[src/rtl/assert_macros.svh]
// Assertion macros for the interpolator RTL.
// Included by files that check their own logic; depends on nothing else.
`ifndef ASSERT_MACROS_SVH
`define ASSERT_MACROS_SVH
`ifndef SYNTHESIS
// Property must hold at every rising clock edge outside reset.
`define ASSERT_PROP(lbl, clk, rst_n, prop) \
    lbl: assert property (@(posedge clk) disable iff (!rst_n) (prop)) \
        else $error("%m: assertion failed");
// Expression must never be true outside reset.
`define ASSERT_NEVER(lbl, clk, rst_n, expr) \
    lbl: assert property (@(posedge clk) disable iff (!rst_n) !(expr)) \
        else $error("%m: assertion failed");
`else
`define ASSERT_PROP(lbl, clk, rst_n, prop)
`define ASSERT_NEVER(lbl, clk, rst_n, expr)
`endif
`endif

[src/rtl/fpci_pkg.sv]
// Package for the four-point curve interpolator: widths, constants, codes.
// Used by fpci_mac and four_point_curve_interpolator_core; no dependencies.
package fpci_pkg;

    // Field widths
    localparam int SAMPLE_BITS   = 16;
    localparam int FRACTION_BITS = 16;
    localparam int TW            = FRACTION_BITS + 1;   // fraction port
    localparam int HQ            = 14;                  // Q2.14 register scale
    localparam int HW            = 16;                  // tension / bias width

    // Internal widths
    localparam int NW   = SAMPLE_BITS + 4;              // small polynomial coefs
    localparam int MPW  = HW + SAMPLE_BITS + 2;         // weighted slope sum
    localparam int SW   = HQ + 3;                       // 1 - tension
    localparam int MW   = MPW + SW;                     // Hermite tangent
    localparam int CW   = MW + 2;                       // wide coefficients
    localparam int KS   = 2 * HQ + 1;                   // Hermite sample scale
    localparam int NS   = 2 * HQ;                       // alignment of other modes
    localparam int AW   = CW + FRACTION_BITS + 1;       // first Horner sum
    localparam int MX_W = AW + FRACTION_BITS + 1;       // mac operand width
    localparam int MR_W = MX_W + FRACTION_BITS + 1;     // mac result width
    localparam int RSH  = 3 * FRACTION_BITS + 2 * HQ + 1; // final scale
    localparam int QW   = MR_W - RSH;                   // integer part width

    // Chunked multiply inside the mac stage
    localparam int CH_W  = 32;
    localparam int NCH   = (MX_W + CH_W - 1) / CH_W;
    localparam int TOP_W = MX_W - (NCH - 1) * CH_W;
    localparam int PP_W  = CH_W + TW + 2;

    // Accept edge to result strobe
    localparam int LAT = 10;

    // Register port
    localparam int APB_AW = 4;
    localparam int APB_DW = 32;

    // Constants
    localparam logic [TW-1:0] F_ONE = {1'b1, {FRACTION_BITS{1'b0}}};
    localparam logic signed [SW-1:0] S_ONE = {3'b001, {HQ{1'b0}}};
    localparam logic signed [CW-1:0] C0_HALF = {{(CW-NS-1){1'b0}}, 1'b1, {NS{1'b0}}};
    localparam logic signed [SAMPLE_BITS-1:0] OUT_MAX = {1'b0, {(SAMPLE_BITS-1){1'b1}}};
    localparam logic signed [SAMPLE_BITS-1:0] OUT_MIN = {1'b1, {(SAMPLE_BITS-1){1'b0}}};
    localparam logic signed [QW-1:0] Q_MAX = QW'(OUT_MAX);
    localparam logic signed [QW-1:0] Q_MIN = QW'(OUT_MIN);

    // Interpolation modes
    typedef enum logic [1:0] {
        MODE_LINEAR  = 2'd0,
        MODE_CUBIC   = 2'd1,
        MODE_CATMULL = 2'd2,
        MODE_HERMITE = 2'd3
    } t_mode;

    // Register indexes (byte address / 4)
    typedef enum logic [1:0] {
        REG_MODE    = 2'd0,
        REG_TENSION = 2'd1,
        REG_BIAS    = 2'd2
    } t_reg_idx;

endpackage

[src/rtl/fpci_mac.sv]
// Two-stage multiply-accumulate for one Horner step: y = x * t + add.
// Depends on fpci_pkg for widths; x is split into 32-bit chunks.
module fpci_mac import fpci_pkg::*; (
    input  logic                   i_clk,
    input  logic                   i_rst_n,
    input  logic                   i_vld,
    input  logic signed [MX_W-1:0] i_x,
    input  logic        [TW-1:0]   i_t,
    input  logic signed [MR_W-1:0] i_add,
    output logic                   o_vld,
    output logic signed [MR_W-1:0] o_y
);

    logic signed [PP_W-1:0] n_pp [NCH];
    logic signed [PP_W-1:0] r_pp [NCH];
    logic signed [MR_W-1:0] r_add;
    logic signed [MR_W-1:0] n_y;
    logic signed [MR_W-1:0] r_y;
    logic                   r_vld_a;
    logic                   r_vld_b;

    function automatic logic signed [PP_W-1:0] pp_mul(
        input logic signed [PP_W-1:0] a,
        input logic signed [PP_W-1:0] b
    );
        return a * b;
    endfunction

    // Partial products: low chunks unsigned, top chunk carries the sign
    always_comb begin
        for (int k = 0; k < NCH - 1; k++) begin
            n_pp[k] = pp_mul(PP_W'(signed'({1'b0, i_x[k*CH_W +: CH_W]})),
                             PP_W'(signed'({1'b0, i_t})));
        end
        n_pp[NCH-1] = pp_mul(PP_W'(signed'(i_x[MX_W-1:(NCH-1)*CH_W])),
                             PP_W'(signed'({1'b0, i_t})));
    end

    // Align and sum the partial products with the addend
    always_comb begin
        n_y = r_add;
        for (int k = 0; k < NCH; k++) begin
            n_y = n_y + (MR_W'(r_pp[k]) <<< (k * CH_W));
        end
    end

    // Data registers
    always_ff @(posedge i_clk) begin
        r_pp  <= n_pp;
        r_add <= i_add;
        r_y   <= n_y;
    end

    // Valid bits
    always_ff @(posedge i_clk) begin
        if (!i_rst_n) begin
            r_vld_a <= 1'b0;
            r_vld_b <= 1'b0;
        end else begin
            r_vld_a <= i_vld;
            r_vld_b <= r_vld_a;
        end
    end

    assign o_vld = r_vld_b;
    assign o_y   = r_y;

endmodule

[config.mk]
export PLATFORM = sky130hd
export DESIGN_NAME = fpci_mac
export DESIGN_NICKNAME = d
export VERILOG_FILES = /design/src/rtl/assert_macros.svh /design/src/rtl/fpci_pkg.sv /design/src/rtl/fpci_mac.sv
export SDC_FILE = /design/constraint.sdc
export NUM_CORES = 2
export LEC_CHECK = 0
export ABC_AREA = 1
export BUFFER_PORTS_ARGS = -buffer_cell sky130_fd_sc_hd__buf_2
export CAP_MARGIN = 30
export CORE_UTILIZATION = 30
export DETAILED_ROUTE_END_ITERATION = 8
export GPL_TIMING_DRIVEN = 0
export PLACE_DENSITY = 0.48
export SYNTH_ARGS = -nofsm -noshare
export SYNTH_HDL_FRONTEND = slang
export SYNTH_SLANG_ARGS = --single-unit
export TNS_END_PERCENT = 5
[constraint.sdc]
create_clock -name i_clk -period 7.7 [get_ports i_clk]
set_input_delay 0.385 -clock i_clk [delete_from_list [all_inputs] [get_ports i_clk]]
set_output_delay 0.385 -clock i_clk [all_outputs]
set_load 0.02 [all_outputs]
==> metrics.txt <==
kind of critical path=input port to register; metal3 WL=19700 um; Detailed Routing Iterations Pass 1=8; yosys synthesis warning count=0; Die Y=488 um; cells after synthesis=9779; Slew Limit Fails=0; Critical Path Fanout Max=10; Syn Area/Cell=7.24 um^2; Rows=178; Clock Path Buffers=3; 1st-iter DRT viols=4461; port bufs=211; number of synthesized flops with an enable pin=0; final setup violating endpoints=0; GRT Overall Usage=26.3%; cell taking the most area after synthesis=fa_1; initial antenna violation count=46; Area Overhead vs Synth=11.7%; Final Net Count=12226; Congestion Overflow GR=0; dpl cells=13190; dpl hpwl=274000 um; critical path's most frequent cell=fa_1; Design Area, Final=79200 um^2; Fmax=133 MHz; synthesized flop and latch total=348; CTS buffer count=37; dpl cell area=76700 um^2; CP max-delay cell=clkbuf_2; vias per inst=4.64; vias in the first global route=64719; met2 WL=142000 um; Crit path largest cell delay=0.69 ns; Vias=62123; Fin Setup TNS=0 ns; core box area=235000 um^2; CP Cell Sequence=clkbuf_1 -> clkbuf_2 -> clkbuf_1 -> nand2_1 -> fa_1 -> inv_1 -> fa_1 -> fa_1 -> fa_1 -> fa_1 -> inv_1 -> fa_1 -> inv_1 -> ha_1 -> nand2_1 -> nor2_1 -> inv_1 -> nor2_1 -> inv_1 -> nor4_2 -> a21oi_1 -> xnor2_1; Startpoint Class=input port; fin cells=13386; Starting Density=30.2%; RSZ-0062 raised after global routing=false; DRT antenna net count=0; post-CTS setup buffers=0; relative slew slack=29.7%; fin crit share=97.6%; Area contributors post-synth=fa_1 (37%), nand2_1 (16%), inv_1 (15%), dfxtp_1 (9.8%), ha_1 (9.1%); # IOs=316; DR top layer=met5; most frequent cells in the layout=nand2_1 (2944), inv_1 (2821), fa_1 (1314); CTS tree=built; Worst path top cell family by delay=adder cells; net count after synthesis=11818; commonest non-fill, non-tap cell in the layout=nand2_1; die width=488 um; post-synthesis sequential area ratio=9.83%; met1 WL=137000 um; Tmin final=7.52 ns; Fin. Hold Viols=0; Distinct cells, synth=41; mapped cell area=70800 um^2; arrival time worst endpoint=7.92 ns; clock sink total=348; Critical Path RT=8.10 ns; top-area cell type share of the netlist area=37.1%; die area=238000 um^2; DRC=0; CP Buf/Inv Count=8; WHS=0.0365 ns; Crit. End Element=register; worst-skew pair later-pin latency=0.60 ns; root buffer cell=clkbuf_16; H-tree depth=2; drt total wl=313000 um; Primary FF master, synth=dfxtp_1; Routed WL per cell=23.4 um; Final Skew=0.0415 ns; layout cell share with drive strength beyond 1=4.51%; first-pass GRT wire length=448000 um; largest net degree at the start of global routing=17; gpl congestion=0.991; Slew @ Worst Pin=1.05 ns; Async S/R FF share, synth=0%; Hold Path Class=input port to register; maxcap violations=0; clock-pin slew on the worst setup and hold paths=0.06 ns; run status=completed
## worst register-to-register path, delay by kind of cell, from the launching register on
family | cells | cell delay, ns
AND/OR/NAND/NOR | 10 | 1.65
adder cells (fa/ha/maj) | 3 | 1.25
XOR/XNOR | 1 | 0.39
flip-flops | 1 | 0.31
## synthesized netlist by cell type (3+ instances only)
master    number
nand2_1     2944
o211ai_1      10
nand3_2       10
inv_2          8
nand2_2       30
ha_1         514
xor2_1       119
nor4_1         7
a21oi_1      251
and2_0         3
fa_1        1314
nand3b_1       5
and2_1         7
a21o_1        14
nor2_4         5
nor3_2         9
and3_1         7
inv_1       2821
dfxtp_1      348
nor2_2        35
nor3_1        26
o21bai_1      40
nand3_1      178
o21ai_1       10
o21a_1         6
nand4_1       66
a21boi_0      13
xnor2_1       56
buf_1         37
a31oi_1       16
nor2_1       438
o21ai_0      108
nor4_2         6
clkbuf_1     307
## final cells by class
| class | count | area, um^2 |
|---|---|---|
| repair buffers | 369 | 2930 |
| fillers | 25662 | 156000 |
| clock inverters | 20 | 305 |
| inverters | 2831 | 10600 |
| multi-input cells | 6256 | 52000 |
| diodes | 24 | 60.1 |
| plain buffers | 344 | 1340 |
| well taps | 3150 | 3940 |
| clock buffers | 44 | 1020 |
| flip-flops and latches | 348 | 6970 |
## routing by layer
layer / vias up / track usage, %
li1: 28591 / -
met1: 30970 / 35.1
met2: 2132 / 43.0
met3: 408 / 3.38
met4: 22 / 10.4
met5: - / 0
## worst paths after layout
| path | start | endpoint | slack [ns] | cells after the start |
|---|---|---|---|---|
| hold reg to reg | r_vld_a | o_vld | 0.42 | 2 |
| hold / removal | i_add[68] | r_add[68] | 0.04 | 1 |
| setup reg to reg | r_pp[103] | o_y[61] | 3.96 | 14 |
| setup / recovery | i_t[11] | r_pp[79] | 0.18 | 22 |
## through the flow
step	util [%]	worst slack (ns)
finish	33.7	0.183
global route	33.7	0.0572
CTS	33.6	0.0261
detailed placement	32.6	-0.551
global placement	32.3	-1.44
floorplan	-	1.92
## state kept, by name, indices dropped and copies added, names as in the netlist
register,flops
o_y,104
o_vld,1
r_add,104
r_pp,138
r_vld_a,1
## cell families (layout without fill, tap and decap cells)
kind of cell | count (synthesis) | count (layout) | share of synthesized area (%)
flip-flops | 348 | 348 | 9.83
buffers and inverters | 3175 | 3608 | 16.8
AO/OA/AOI/OAI | 474 | 474 | 3.71
AND/OR/NAND/NOR | 3779 | 3779 | 21.3
XOR/XNOR | 175 | 175 | 2.16
other | 0 | 24 | 0
adder cells (fa/ha/maj) | 1828 | 1828 | 46.2
## timing repair
item	CTS	global route
hold buffers	103	3
resized for setup	0	16
hold endpoints to repair	102	3
endpoints found under the setup margin	0	15
Power is left out: the tool's default activity adds up to more than one toggle a clock period on the data nets, which glitch-free logic cannot reach.
